## src/rtl/sbpf_pkg.sv

```systemverilog
// Shared types and constants for the servo-bus packet framer/checker.
// No dependencies; imported by every module of the block.
`default_nettype none

package sbpf_pkg;

  // Parameter count saturates at this value
  localparam int MAX_PARAMS = 127;
  // Default depth of the queue between front and back
  localparam int QUEUE_DEPTH = 4;

  localparam logic [7:0] BROADCAST_RESET = 8'hFE;
  localparam logic [7:0] SYNC_BYTE       = 8'hFF;
  localparam logic [7:0] SUM_GOOD        = 8'hFF;
  localparam logic [7:0] COLLECT_ALL     = 8'hFF;
  localparam logic [7:0] MIN_CHECKED     = 8'd4;
  localparam logic [7:0] LEN_OVERHEAD    = 8'd2;
  localparam logic [7:0] REPLY_HDR_BYTES = 8'd4;

  // Reply byte positions
  localparam logic [7:0] POS_ID     = 8'd2;
  localparam logic [7:0] POS_LENGTH = 8'd3;

  // Output steps of a start command
  localparam logic [2:0] STEP_SYNC0 = 3'd0;
  localparam logic [2:0] STEP_SYNC1 = 3'd1;
  localparam logic [2:0] STEP_ID    = 3'd2;
  localparam logic [2:0] STEP_LEN   = 3'd3;
  localparam logic [2:0] STEP_INSTR = 3'd4;
  localparam logic [2:0] STEP_CKS   = 3'd5;
  // Output steps of a parameter byte
  localparam logic [2:0] STEP_PARAM     = 3'd0;
  localparam logic [2:0] STEP_PARAM_CKS = 3'd1;

  typedef enum logic [1:0] {
    MODE_START   = 2'd0,
    MODE_PARAM   = 2'd1,
    MODE_RX_BYTE = 2'd2,
    MODE_TIMEOUT = 2'd3
  } mode_t;

  typedef enum logic [2:0] {
    ST_PENDING      = 3'd0,
    ST_OK           = 3'd1,
    ST_BAD_HEADER   = 3'd2,
    ST_ID_MISMATCH  = 3'd3,
    ST_BAD_LENGTH   = 3'd4,
    ST_BAD_CHECKSUM = 3'd5
  } rx_status_t;

  typedef enum logic [1:0] {
    JOB_START = 2'd0,
    JOB_PARAM = 2'd1,
    JOB_RX    = 2'd2
  } job_kind_t;

  // One classified item, expanded by the back end into result transactions
  typedef struct packed {
    job_kind_t  kind;
    logic [7:0] id;
    logic [7:0] len;
    logic [7:0] data;        // instruction, parameter byte or received byte
    logic       cks_en;      // append checksum byte
    logic [7:0] cks;
    logic       cks_judged;  // checksum byte also closes an empty reply
    logic       rx_done;
    rx_status_t rx_status;
    logic [7:0] rx_length;
    logic       rx_timeout;
    logic [7:0] rx_index;
  } job_t;

  typedef struct packed {
    logic       tx_valid;
    logic [7:0] tx_byte;
    logic       tx_last;
    logic       rx_done;
    rx_status_t rx_status;
    logic [7:0] rx_length;
    logic       rx_timeout;
    logic [7:0] rx_index;
    logic [7:0] rx_data;
  } result_t;

endpackage

`default_nettype wire

```

## src/rtl/sbpf_front.sv

```systemverilog
// Front end: accepts items, keeps the framing and reply-check state, classifies
// each item into a job for the back end. Depends on sbpf_pkg.
`default_nettype none

module sbpf_front import sbpf_pkg::*; (
  input  wire logic       clk,
  input  wire logic       rst,
  input  wire logic       in_valid,
  output logic            in_stall,
  input  wire logic [1:0] mode,
  input  wire logic [7:0] servo_id,
  input  wire logic [7:0] instruction,
  input  wire logic [6:0] param_count,
  input  wire logic [7:0] rx_expect,
  input  wire logic [7:0] data_byte,
  input  wire logic       cfg_valid,
  output logic            cfg_ready,
  input  wire logic [7:0] cfg_data,
  input  wire logic       q_full,
  output logic            push,
  output job_t            job
);

  typedef struct packed {
    rx_status_t status;
    logic [7:0] length;
  } judge_t;

  // Judge a collected reply of n bytes
  function automatic judge_t judge(input logic [7:0] cmd, input logic [7:0] bc,
                                   input logic [7:0] n, input logic hdr,
                                   input logic idk, input logic [7:0] lb,
                                   input logic [7:0] sum);
    judge_t j;
    j.status = ST_OK;
    j.length = n;
    if (cmd == bc || n < MIN_CHECKED) begin
      j.status = ST_OK;
    end else if (!hdr) begin
      j = '{ST_BAD_HEADER, 8'd0};
    end else if (!idk) begin
      j = '{ST_ID_MISMATCH, 8'd0};
    end else if (lb != n - REPLY_HDR_BYTES) begin
      j = '{ST_BAD_LENGTH, 8'd0};
    end else if (sum != SUM_GOOD) begin
      j = '{ST_BAD_CHECKSUM, 8'd0};
    end
    return j;
  endfunction

  logic [7:0] broadcast_id;
  logic [7:0] command_id, command_id_next;
  logic [6:0] params_total, params_total_next;
  logic [6:0] params_sent, params_sent_next;
  logic [7:0] tx_sum, tx_sum_next;
  logic [7:0] reply_expect, reply_expect_next;
  logic [7:0] reply_count, reply_count_next;
  logic [7:0] reply_sum, reply_sum_next;
  logic       header_ok, header_ok_next;
  logic       id_ok, id_ok_next;
  logic [7:0] length_byte, length_byte_next;
  logic       reply_active, reply_active_next;

  logic       accept;
  logic [6:0] pc_sat;
  logic [7:0] start_len;
  logic [7:0] start_sum;
  logic [7:0] param_sum;
  logic [6:0] sent_inc;
  logic [7:0] count_inc;
  logic       hdr_upd, idok_upd;
  logic [7:0] lenb_upd, rsum_upd;
  judge_t     rx_judge, to_judge;

  assign in_stall  = q_full;
  assign accept    = in_valid && !q_full;
  assign cfg_ready = 1'b1;

  // Saturate the parameter count and precompute the header sum
  assign pc_sat    = ({1'b0, param_count} > 8'(MAX_PARAMS)) ? 7'(MAX_PARAMS) : param_count;
  assign start_len = {1'b0, pc_sat} + LEN_OVERHEAD;
  assign start_sum = servo_id + start_len + instruction;
  assign param_sum = tx_sum + data_byte;
  assign sent_inc  = params_sent + 7'd1;

  // Reply checks with the incoming byte folded in
  assign count_inc = reply_count + 8'd1;
  assign hdr_upd   = header_ok && !(reply_count < POS_ID && data_byte != SYNC_BYTE);
  assign idok_upd  = id_ok && !(reply_count == POS_ID && data_byte != command_id);
  assign lenb_upd  = (reply_count == POS_LENGTH) ? data_byte : length_byte;
  assign rsum_upd  = (reply_count >= POS_ID) ? reply_sum + data_byte : reply_sum;
  assign rx_judge  = judge(command_id, broadcast_id, count_inc, hdr_upd, idok_upd,
                           lenb_upd, rsum_upd);
  assign to_judge  = judge(command_id, broadcast_id, reply_count, header_ok, id_ok,
                           length_byte, reply_sum);

  // Classify the item and compute the next state
  always_comb begin
    command_id_next   = command_id;
    params_total_next = params_total;
    params_sent_next  = params_sent;
    tx_sum_next       = tx_sum;
    reply_expect_next = reply_expect;
    reply_count_next  = reply_count;
    reply_sum_next    = reply_sum;
    header_ok_next    = header_ok;
    id_ok_next        = id_ok;
    length_byte_next  = length_byte;
    reply_active_next = reply_active;
    push              = 1'b0;
    job               = '0;
    if (accept) begin
      case (mode_t'(mode))
        MODE_START: begin
          command_id_next   = servo_id;
          params_total_next = pc_sat;
          params_sent_next  = 7'd0;
          tx_sum_next       = start_sum;
          reply_expect_next = rx_expect;
          reply_count_next  = 8'd0;
          reply_sum_next    = 8'd0;
          header_ok_next    = 1'b1;
          id_ok_next        = 1'b1;
          length_byte_next  = 8'd0;
          reply_active_next = 1'b1;
          push              = 1'b1;
          job.kind          = JOB_START;
          job.id            = servo_id;
          job.len           = start_len;
          job.data          = instruction;
          job.cks           = ~start_sum;
          job.cks_en        = (pc_sat == 7'd0);
          if (pc_sat == 7'd0 && rx_expect == 8'd0) begin
            job.cks_judged    = 1'b1;
            reply_active_next = 1'b0;
          end
        end
        MODE_PARAM: begin
          if (params_sent < params_total) begin
            tx_sum_next      = param_sum;
            params_sent_next = sent_inc;
            push             = 1'b1;
            job.kind         = JOB_PARAM;
            job.data         = data_byte;
            job.cks          = ~param_sum;
            job.cks_en       = (sent_inc == params_total);
            if (sent_inc == params_total && reply_active && reply_expect == 8'd0) begin
              job.cks_judged    = 1'b1;
              reply_active_next = 1'b0;
            end
          end
        end
        MODE_RX_BYTE: begin
          if (reply_active && reply_count < reply_expect) begin
            header_ok_next   = hdr_upd;
            id_ok_next       = idok_upd;
            length_byte_next = lenb_upd;
            reply_sum_next   = rsum_upd;
            reply_count_next = count_inc;
            push             = 1'b1;
            job.kind         = JOB_RX;
            job.data         = data_byte;
            job.rx_index     = reply_count;
            if (count_inc == reply_expect) begin
              reply_active_next = 1'b0;
              job.rx_done       = 1'b1;
              job.rx_status     = rx_judge.status;
              job.rx_length     = rx_judge.length;
            end
          end
        end
        MODE_TIMEOUT: begin
          if (reply_active) begin
            reply_active_next = 1'b0;
            push              = 1'b1;
            job.kind          = JOB_RX;
            job.rx_done       = 1'b1;
            job.rx_status     = to_judge.status;
            job.rx_length     = to_judge.length;
            job.rx_timeout    = (reply_expect != COLLECT_ALL);
          end
        end
        default: begin
          push = 1'b0;
        end
      endcase
    end
  end

  // Hold the broadcast ID register
  always_ff @(posedge clk) begin
    if (rst) begin
      broadcast_id <= BROADCAST_RESET;
    end else if (cfg_valid && cfg_ready) begin
      broadcast_id <= cfg_data;
    end
  end

  // Advance the framing and reply state
  always_ff @(posedge clk) begin
    if (rst) begin
      command_id   <= 8'd0;
      params_total <= 7'd0;
      params_sent  <= 7'd0;
      tx_sum       <= 8'd0;
      reply_expect <= 8'd0;
      reply_count  <= 8'd0;
      reply_sum    <= 8'd0;
      header_ok    <= 1'b1;
      id_ok        <= 1'b1;
      length_byte  <= 8'd0;
      reply_active <= 1'b0;
    end else begin
      command_id   <= command_id_next;
      params_total <= params_total_next;
      params_sent  <= params_sent_next;
      tx_sum       <= tx_sum_next;
      reply_expect <= reply_expect_next;
      reply_count  <= reply_count_next;
      reply_sum    <= reply_sum_next;
      header_ok    <= header_ok_next;
      id_ok        <= id_ok_next;
      length_byte  <= length_byte_next;
      reply_active <= reply_active_next;
    end
  end

endmodule

`default_nettype wire

```

## src/rtl/sbpf_queue.sv

```systemverilog
// Short job queue between front and back end; push and pop can happen in the same cycle.
// Depends on sbpf_pkg for the job type.
`default_nettype none

module sbpf_queue import sbpf_pkg::*; #(
  parameter int DEPTH = QUEUE_DEPTH
) (
  input  wire logic clk,
  input  wire logic rst,
  input  wire logic push,
  input  wire job_t wr_job,
  input  wire logic pop,
  output logic      full,
  output logic      head_valid,
  output job_t      head
);

  localparam int PTR_W = (DEPTH > 1) ? $clog2(DEPTH) : 1;
  localparam int CNT_W = $clog2(DEPTH + 1);

  job_t             entries [DEPTH];
  logic [PTR_W-1:0] wr_ptr;
  logic [PTR_W-1:0] rd_ptr;
  logic [CNT_W-1:0] count;

  assign full       = (count == CNT_W'(DEPTH));
  assign head_valid = (count != '0);
  assign head       = entries[rd_ptr];

  // Store pushed jobs
  always_ff @(posedge clk) begin
    if (push) begin
      entries[wr_ptr] <= wr_job;
    end
  end

  // Advance pointers and fill count
  always_ff @(posedge clk) begin
    if (rst) begin
      wr_ptr <= '0;
      rd_ptr <= '0;
      count  <= '0;
    end else begin
      if (push) begin
        wr_ptr <= (wr_ptr == PTR_W'(DEPTH - 1)) ? '0 : wr_ptr + PTR_W'(1);
      end
      if (pop) begin
        rd_ptr <= (rd_ptr == PTR_W'(DEPTH - 1)) ? '0 : rd_ptr + PTR_W'(1);
      end
      if (push && !pop) begin
        count <= count + CNT_W'(1);
      end else if (pop && !push) begin
        count <= count - CNT_W'(1);
      end
    end
  end

  a_no_overflow: assert property (@(posedge clk) disable iff (rst) full |-> !push)
    else $error("job pushed into a full queue");
  a_no_underflow: assert property (@(posedge clk) disable iff (rst) pop |-> head_valid)
    else $error("job popped from an empty queue");

endmodule

`default_nettype wire

```

## src/rtl/sbpf_back.sv

```systemverilog
// Back end: expands each queued job into result transactions, one per cycle while
// the output is not stalled, through an output register. Depends on sbpf_pkg.
`default_nettype none

module sbpf_back import sbpf_pkg::*; (
  input  wire logic clk,
  input  wire logic rst,
  input  wire logic head_valid,
  input  wire job_t head,
  output logic      pop,
  output logic      out_valid,
  input  wire logic out_stall,
  output result_t   res
);

  logic [2:0] step;
  result_t    cur;
  result_t    cks_res;
  logic       last;
  logic       advance;

  // Checksum transaction, closing an empty reply where flagged
  always_comb begin
    cks_res           = '0;
    cks_res.tx_valid  = 1'b1;
    cks_res.tx_byte   = head.cks;
    cks_res.tx_last   = 1'b1;
    cks_res.rx_done   = head.cks_judged;
    cks_res.rx_status = head.cks_judged ? ST_OK : ST_PENDING;
  end

  // Build the transaction for the current step
  always_comb begin
    cur  = '0;
    last = 1'b1;
    case (head.kind)
      JOB_START: begin
        last         = head.cks_en ? (step == STEP_CKS) : (step == STEP_INSTR);
        cur.tx_valid = 1'b1;
        if (step inside {STEP_SYNC0, STEP_SYNC1}) begin
          cur.tx_byte = SYNC_BYTE;
        end else if (step == STEP_ID) begin
          cur.tx_byte = head.id;
        end else if (step == STEP_LEN) begin
          cur.tx_byte = head.len;
        end else if (step == STEP_INSTR) begin
          cur.tx_byte = head.data;
        end else begin
          cur = cks_res;
        end
      end
      JOB_PARAM: begin
        last = !head.cks_en || (step == STEP_PARAM_CKS);
        if (step == STEP_PARAM) begin
          cur.tx_valid = 1'b1;
          cur.tx_byte  = head.data;
        end else begin
          cur = cks_res;
        end
      end
      JOB_RX: begin
        last           = 1'b1;
        cur.rx_done    = head.rx_done;
        cur.rx_status  = head.rx_status;
        cur.rx_length  = head.rx_length;
        cur.rx_timeout = head.rx_timeout;
        cur.rx_index   = head.rx_index;
        cur.rx_data    = head.data;
      end
      default: begin
        last = 1'b1;
      end
    endcase
  end

  assign advance = head_valid && (!out_valid || !out_stall);
  assign pop     = advance && last;

  // Load the output register, hold it while stalled
  always_ff @(posedge clk) begin
    if (advance) begin
      res <= cur;
    end
  end

  // Advance the step counter and output valid
  always_ff @(posedge clk) begin
    if (rst) begin
      step      <= 3'd0;
      out_valid <= 1'b0;
    end else begin
      if (advance) begin
        out_valid <= 1'b1;
        step      <= last ? 3'd0 : step + 3'd1;
      end else if (!out_stall) begin
        out_valid <= 1'b0;
      end
    end
  end

  a_step_range: assert property (@(posedge clk) disable iff (rst) step <= STEP_CKS)
    else $error("step counter ran past the checksum step");
  a_done_status: assert property (@(posedge clk) disable iff (rst)
                                  (out_valid && res.rx_done) |-> res.rx_status != ST_PENDING)
    else $error("reply closed with pending status");

endmodule

`default_nettype wire

```

## src/rtl/servo_bus_packet_framer_checker_core.sv

```systemverilog
// Servo-bus packet framer and reply checker, top level.
// Path: an accepted item is stored as a job in the queue, and its results leave through the output register.
// Throughput: one item per cycle; a start command yields 5 or 6 transactions and a
// final parameter 2, one per cycle, so the output rate sets the pace; the job queue
// (QUEUE_DEPTH entries) stalls the input when full.
// Reset: synchronous; clears the control state, broadcast ID returns to 254.
`default_nettype none

module servo_bus_packet_framer_checker_core import sbpf_pkg::*; #(
  parameter int QUEUE_DEPTH_P = QUEUE_DEPTH
) (
  input  wire logic       clk,
  input  wire logic       rst,
  input  wire logic       in_valid,
  output logic            in_stall,
  input  wire logic [1:0] mode,
  input  wire logic [7:0] servo_id,
  input  wire logic [7:0] instruction,
  input  wire logic [6:0] param_count,
  input  wire logic [7:0] rx_expect,
  input  wire logic [7:0] data_byte,
  input  wire logic       cfg_valid,
  output logic            cfg_ready,
  input  wire logic [7:0] cfg_data,
  output logic            out_valid,
  input  wire logic       out_stall,
  output logic            tx_valid,
  output logic [7:0]      tx_byte,
  output logic            tx_last,
  output logic            rx_done,
  output logic [2:0]      rx_status,
  output logic [7:0]      rx_length,
  output logic            rx_timeout,
  output logic [7:0]      rx_index,
  output logic [7:0]      rx_data
);

  logic    push;
  logic    pop;
  logic    q_full;
  logic    head_valid;
  job_t    wr_job;
  job_t    head;
  result_t res;

  sbpf_front u_front (
    .clk         (clk),
    .rst         (rst),
    .in_valid    (in_valid),
    .in_stall    (in_stall),
    .mode        (mode),
    .servo_id    (servo_id),
    .instruction (instruction),
    .param_count (param_count),
    .rx_expect   (rx_expect),
    .data_byte   (data_byte),
    .cfg_valid   (cfg_valid),
    .cfg_ready   (cfg_ready),
    .cfg_data    (cfg_data),
    .q_full      (q_full),
    .push        (push),
    .job         (wr_job)
  );

  sbpf_queue #(
    .DEPTH (QUEUE_DEPTH_P)
  ) u_queue (
    .clk        (clk),
    .rst        (rst),
    .push       (push),
    .wr_job     (wr_job),
    .pop        (pop),
    .full       (q_full),
    .head_valid (head_valid),
    .head       (head)
  );

  sbpf_back u_back (
    .clk        (clk),
    .rst        (rst),
    .head_valid (head_valid),
    .head       (head),
    .pop        (pop),
    .out_valid  (out_valid),
    .out_stall  (out_stall),
    .res        (res)
  );

  // Split the result register onto the output fields
  assign tx_valid   = res.tx_valid;
  assign tx_byte    = res.tx_byte;
  assign tx_last    = res.tx_last;
  assign rx_done    = res.rx_done;
  assign rx_status  = res.rx_status;
  assign rx_length  = res.rx_length;
  assign rx_timeout = res.rx_timeout;
  assign rx_index   = res.rx_index;
  assign rx_data    = res.rx_data;

endmodule

`default_nettype wire

```

## config.mk

```make
export PLATFORM = sky130hd
export DESIGN_NAME = servo_bus_packet_framer_checker_core
export DESIGN_NICKNAME = d
export VERILOG_FILES = /design/src/rtl/sbpf_pkg.sv /design/src/rtl/sbpf_front.sv /design/src/rtl/sbpf_queue.sv /design/src/rtl/sbpf_back.sv /design/src/rtl/servo_bus_packet_framer_checker_core.sv
export SDC_FILE = /design/constraint.sdc
export NUM_CORES = 1
export LEC_CHECK = 0
export BUFFER_PORTS_ARGS = -buffer_cell sky130_fd_sc_hd__buf_2
export CAP_MARGIN = 20
export CELL_PAD_IN_SITES_DETAIL_PLACEMENT = 0
export CELL_PAD_IN_SITES_GLOBAL_PLACEMENT = 1
export CORE_MARGIN = 2
export CORE_UTILIZATION = 44
export DETAILED_ROUTE_END_ITERATION = 16
export PLACE_DENSITY = 0.78
export RECOVER_POWER = 25
export SYNTH_ARGS = -nofsm -noshare
export SYNTH_HDL_FRONTEND = slang
export SYNTH_SLANG_ARGS = --single-unit
```

## constraint.sdc

```tcl
create_clock -name clk -period 6.7 [get_ports clk]
set_clock_uncertainty 0.15 [all_clocks]
set_input_delay 0 -clock clk [delete_from_list [all_inputs] [get_ports clk]]
set_output_delay 0 -clock clk [all_outputs]
set_load 0.02 [all_outputs]
```

==> results.json <==
{
  "fmax_ghz": 0.2014,
  "antenna_found_initial": 0,
  "whs_path_depth": 3,
  "synth_top_area_share": 0.4741,
  "worstSetupEndpointType": "flip-flop",
  "grtUsageTotal": 0.2076,
  "timing.rr.end": "u_queue.count[2]$_SDFFE_PP0P_",
  "first_global_vias": 11110,
  "cts_tree": "yes",
  "finalHoldViolations": 0,
  "first_pass_iters": 5,
  "place_congestion": 0.8748,
  "status": "finished with violations",
  "core_area_um2": 37760,
  "cts_buffers": 38,
  "portBuffers": 94,
  "violations": "capacitance limit, slew limit",
  "synthAdderAreaFrac": 0.05297,
  "avgSynthCellArea_um2": 12.66,
  "synthFlopType": "edfxtp_1",
  "clk_latency_ns": 0.55,
  "final_nets": 1604,
  "vias_per_cell": 5.497,
  "pwr-share-comb": 0.232,
  "maxSlewViolCount": 79,
  "synth_nets": 1455,
  "drv_cap": 2,
  "n_antenna_cell": 0,
  "layout_commonest_cell": "edfxtp_1",
  "grt_max_degree": 83,
  "synth_compound_area_frac": 0.09418,
  "arrival_ns": 5.27,
  "wire_per_inst_um": 19.93,
  "clock_tree.buffer_depth": 3,
  "stdcell_area_um2": 19730,
  "fin_tns_setup_ns": 0,
  "synth-edff-count": 267,
  "dieArea_um2": 40020,
  "crit_required_ns": 7.01,
  "rr_worst_depth": 10,
  "ctsResizeCount": 0,
  "p_seq_frac": 0.434,
  "grt.overflow.total": 0,
  "antenna_left": 0,
  "syn2layout_area_growth_pct": 16.64,
  "ios": 96,
  "htree_levels": 2,
  "muxShareOfSynthArea": 0.08671,
  "post-route-min-period_ns": 4.965,
  "synth_cell_types": 72,
  "synth_top_family_by_area": "simple AND/OR/NAND/NOR gates",
  "worst_pin_slew_ns": 2.337,
  "yosysTopAreaCell": "edfxtp_1",
  "via_count": 11137,
  "crit_type": "flip-flop to flip-flop",
  "worst_hold_path.endpoint": "u_front.reply_sum[2]$_SDFFE_PP0P_",
  "finalSetupViolations": 0,
  "intPower_mw": 4.481,
  "synthSimpleGateAreaFrac": 0.1122,
  "period_share": 0.7410,
  "synth-xor-area-share": 0.04565,
  "hold_start": "rst",
  "layout-drive-gt1-share": 0.1300,
  "die_h_um": 200.0,
  "clock_sinks": 353,
  "grt_pass1_wl_um": 62380,
  "mostFrequentLayoutCells": "edfxtp_1, nor2_1, nand2_1",
  "drcViolationCount": 0,
  "hpwl_um": 27590,
  "cts_setup_buffers": 0,
  "cts.reportedPaths.clkPinSlew_ns": 0.06,
  "p_sw_mw": 1.876,
  "swShare": 0.2951,
  "syn_area_um2": 16910,
  "cts-root-buf": "clkbuf_16",
  "ys_ff_latch": 353,
  "cellPowerDensity_nw_per_um2": 322.3,
  "placed_area_um2": 17830,
  "slew_headroom": -0.5578,
  "die_x_um": 200.0,
  "yosysSeqAreaShare": 0.5759,
  "leakage_nw": 6.883,
  "routed_wl_um": 40390,
  "ctsHoldBuffers": 67,
  "rsz0062_at_grt": "no",
  "start_kind": "flip-flop",
  "yosys_warnings": 0,
  "synthArstFlopShare": 0,
  "num_rows": 71,
  "start_util": 0.4479,
  "ff2ff_setup_slack_ns": 1.74,
  "netlist_top_cells_area": "edfxtp_1, dfxtp_1, mux4_2",
  "clkPwrFrac": 0.333,
  "syn_inst": 1336,
  "hold_path_class": "input port to flip-flop",
  "worstPathMaxFanout": 33,
  "peakVddDrop_mv": 0.1587,
  "drtIter0Drc": 783
}
==> synth_stat cells (all sizes together), types with 16 or more instances <==
| cell type | n |
|---|---|
| mux2i | 16 |
| mux4 | 57 |
| nor3 | 22 |
| a21oi | 67 |
| o21ai | 39 |
| ha | 54 |
| nand3 | 18 |
| and2 | 16 |
| clkbuf | 41 |
| a22oi | 47 |
| nor2b | 41 |
| xnor2 | 54 |
| nand2 | 94 |
| a211oi | 18 |
| dfxtp | 86 |
| inv | 72 |
| buf | 20 |
| nor2 | 120 |
| edfxtp | 267 |
| xor2 | 23 |
| nand4 | 16 |
==> state kept, by name, summed over array words and instances, names as in the netlist, named ones only <==
name	cells
u_front.command_id	8
u_back.res	39
u_queue.count	3
u_front.id_ok	1
u_front.reply_sum	8
u_front.reply_expect	8
u_front.reply_active	1
u_queue.rd_ptr	2
u_front.reply_count	8
u_front.header_ok	1
u_front.params_total	7
u_front.broadcast_id	8
u_queue.entries	228
u_queue.wr_ptr	2
u_front.length_byte	8
u_back.out_valid	1
u_front.params_sent	7
u_front.tx_sum	8
u_back.step	3
==> area by class of cell <==
cell class	instances	area [µm²]
well taps	511	639.4
clock inverters	26	260.3
repair buffers	170	1150
inverters	72	270.3
fillers	3228	18030
clock buffers	44	1015
multi-input cells	850	6650
flip-flops and latches	353	9741
==> worst max-delay path, cell delays in order, from the launching register on <==
cell and delay (ns):
dfxtp_1 1.85, mux4_2 0.87, nor2_1 0.16, a21oi_1 0.05, o21ai_1 0.44, ha_1 0.29
inv_1 0.06, fa_1 0.37, xor2_1 0.17, or3_1 0.30, a21oi_1 0.13
==> cell families (layout without fill, tap and decap cells) <==
logic type,Yosys count,in the layout
xor+xnor,81,81
simple gates,386,386
mux,75,75
other cells,1,1
flops,353,353
fa+ha+maj,65,65
compound gates,242,242
buf+inv,133,312
==> per-stage QoR <==
stage / std cells / worst slack [ns] / hold slack, ns / power, mW / util
2_1_floorplan: 1336 / 2.199 / -0.02758 / 3.850 / -
3_3_place_gp: 1887 / 2.576 / 0.05648 / 4.271 / 0.4722
3_5_place_dp: 1887 / 2.584 / 0.06520 / 4.288 / 0.4722
4_1_cts: 2024 / 2.553 / 0.003962 / 6.443 / 0.5237
5_1_grt: 2026 / 1.146 / 0.04823 / 6.666 / 0.5225
6_report: 2026 / 1.735 / 0.007169 / 6.357 / 0.5225
==> worst max-delay path by stage <==
stage,end,start,slack (ns)
after floorplan,u_queue.count[2]$_SDFFE_PP0P_,u_queue.count[0]$_SDFFE_PP0P_,2.20
after global placement,u_queue.count[2]$_SDFFE_PP0P_,u_front.params_total[1]$_SDFFE_PP0P_,2.58
after detailed placement,u_queue.count[2]$_SDFFE_PP0P_,u_front.reply_count[1]$_SDFFE_PP0P_,2.58
after CTS,u_queue.count[2]$_SDFFE_PP0P_,u_front.reply_count[1]$_SDFFE_PP0P_,2.55
after global routing,u_queue.count[2]$_SDFFE_PP0P_,flip-flop,1.15
final,u_queue.count[2]$_SDFFE_PP0P_,flip-flop,1.74
==> power groups by stage <==
stage | clock [mW] | sequential, mW | combinational, mW
CTS | 2.16 | 2.76 | 1.52
detailed placement | 0 | 2.81 | 1.48
floorplan | 0 | 2.90 | 0.948
finish | 2.12 | 2.76 | 1.48
global route | 2.24 | 2.80 | 1.62
global placement | 0 | 2.80 | 1.47
==> per-layer routing <==
layer,up-vias,global-route usage,routed length [µm]
met3,81,0.03091,2393
met5,-,0,0
li1,5263,-,-
met4,0,0.08148,1309
met2,340,0.3305,18530
met1,5453,0.2888,18160
Power figures use the tool's default switching activity.
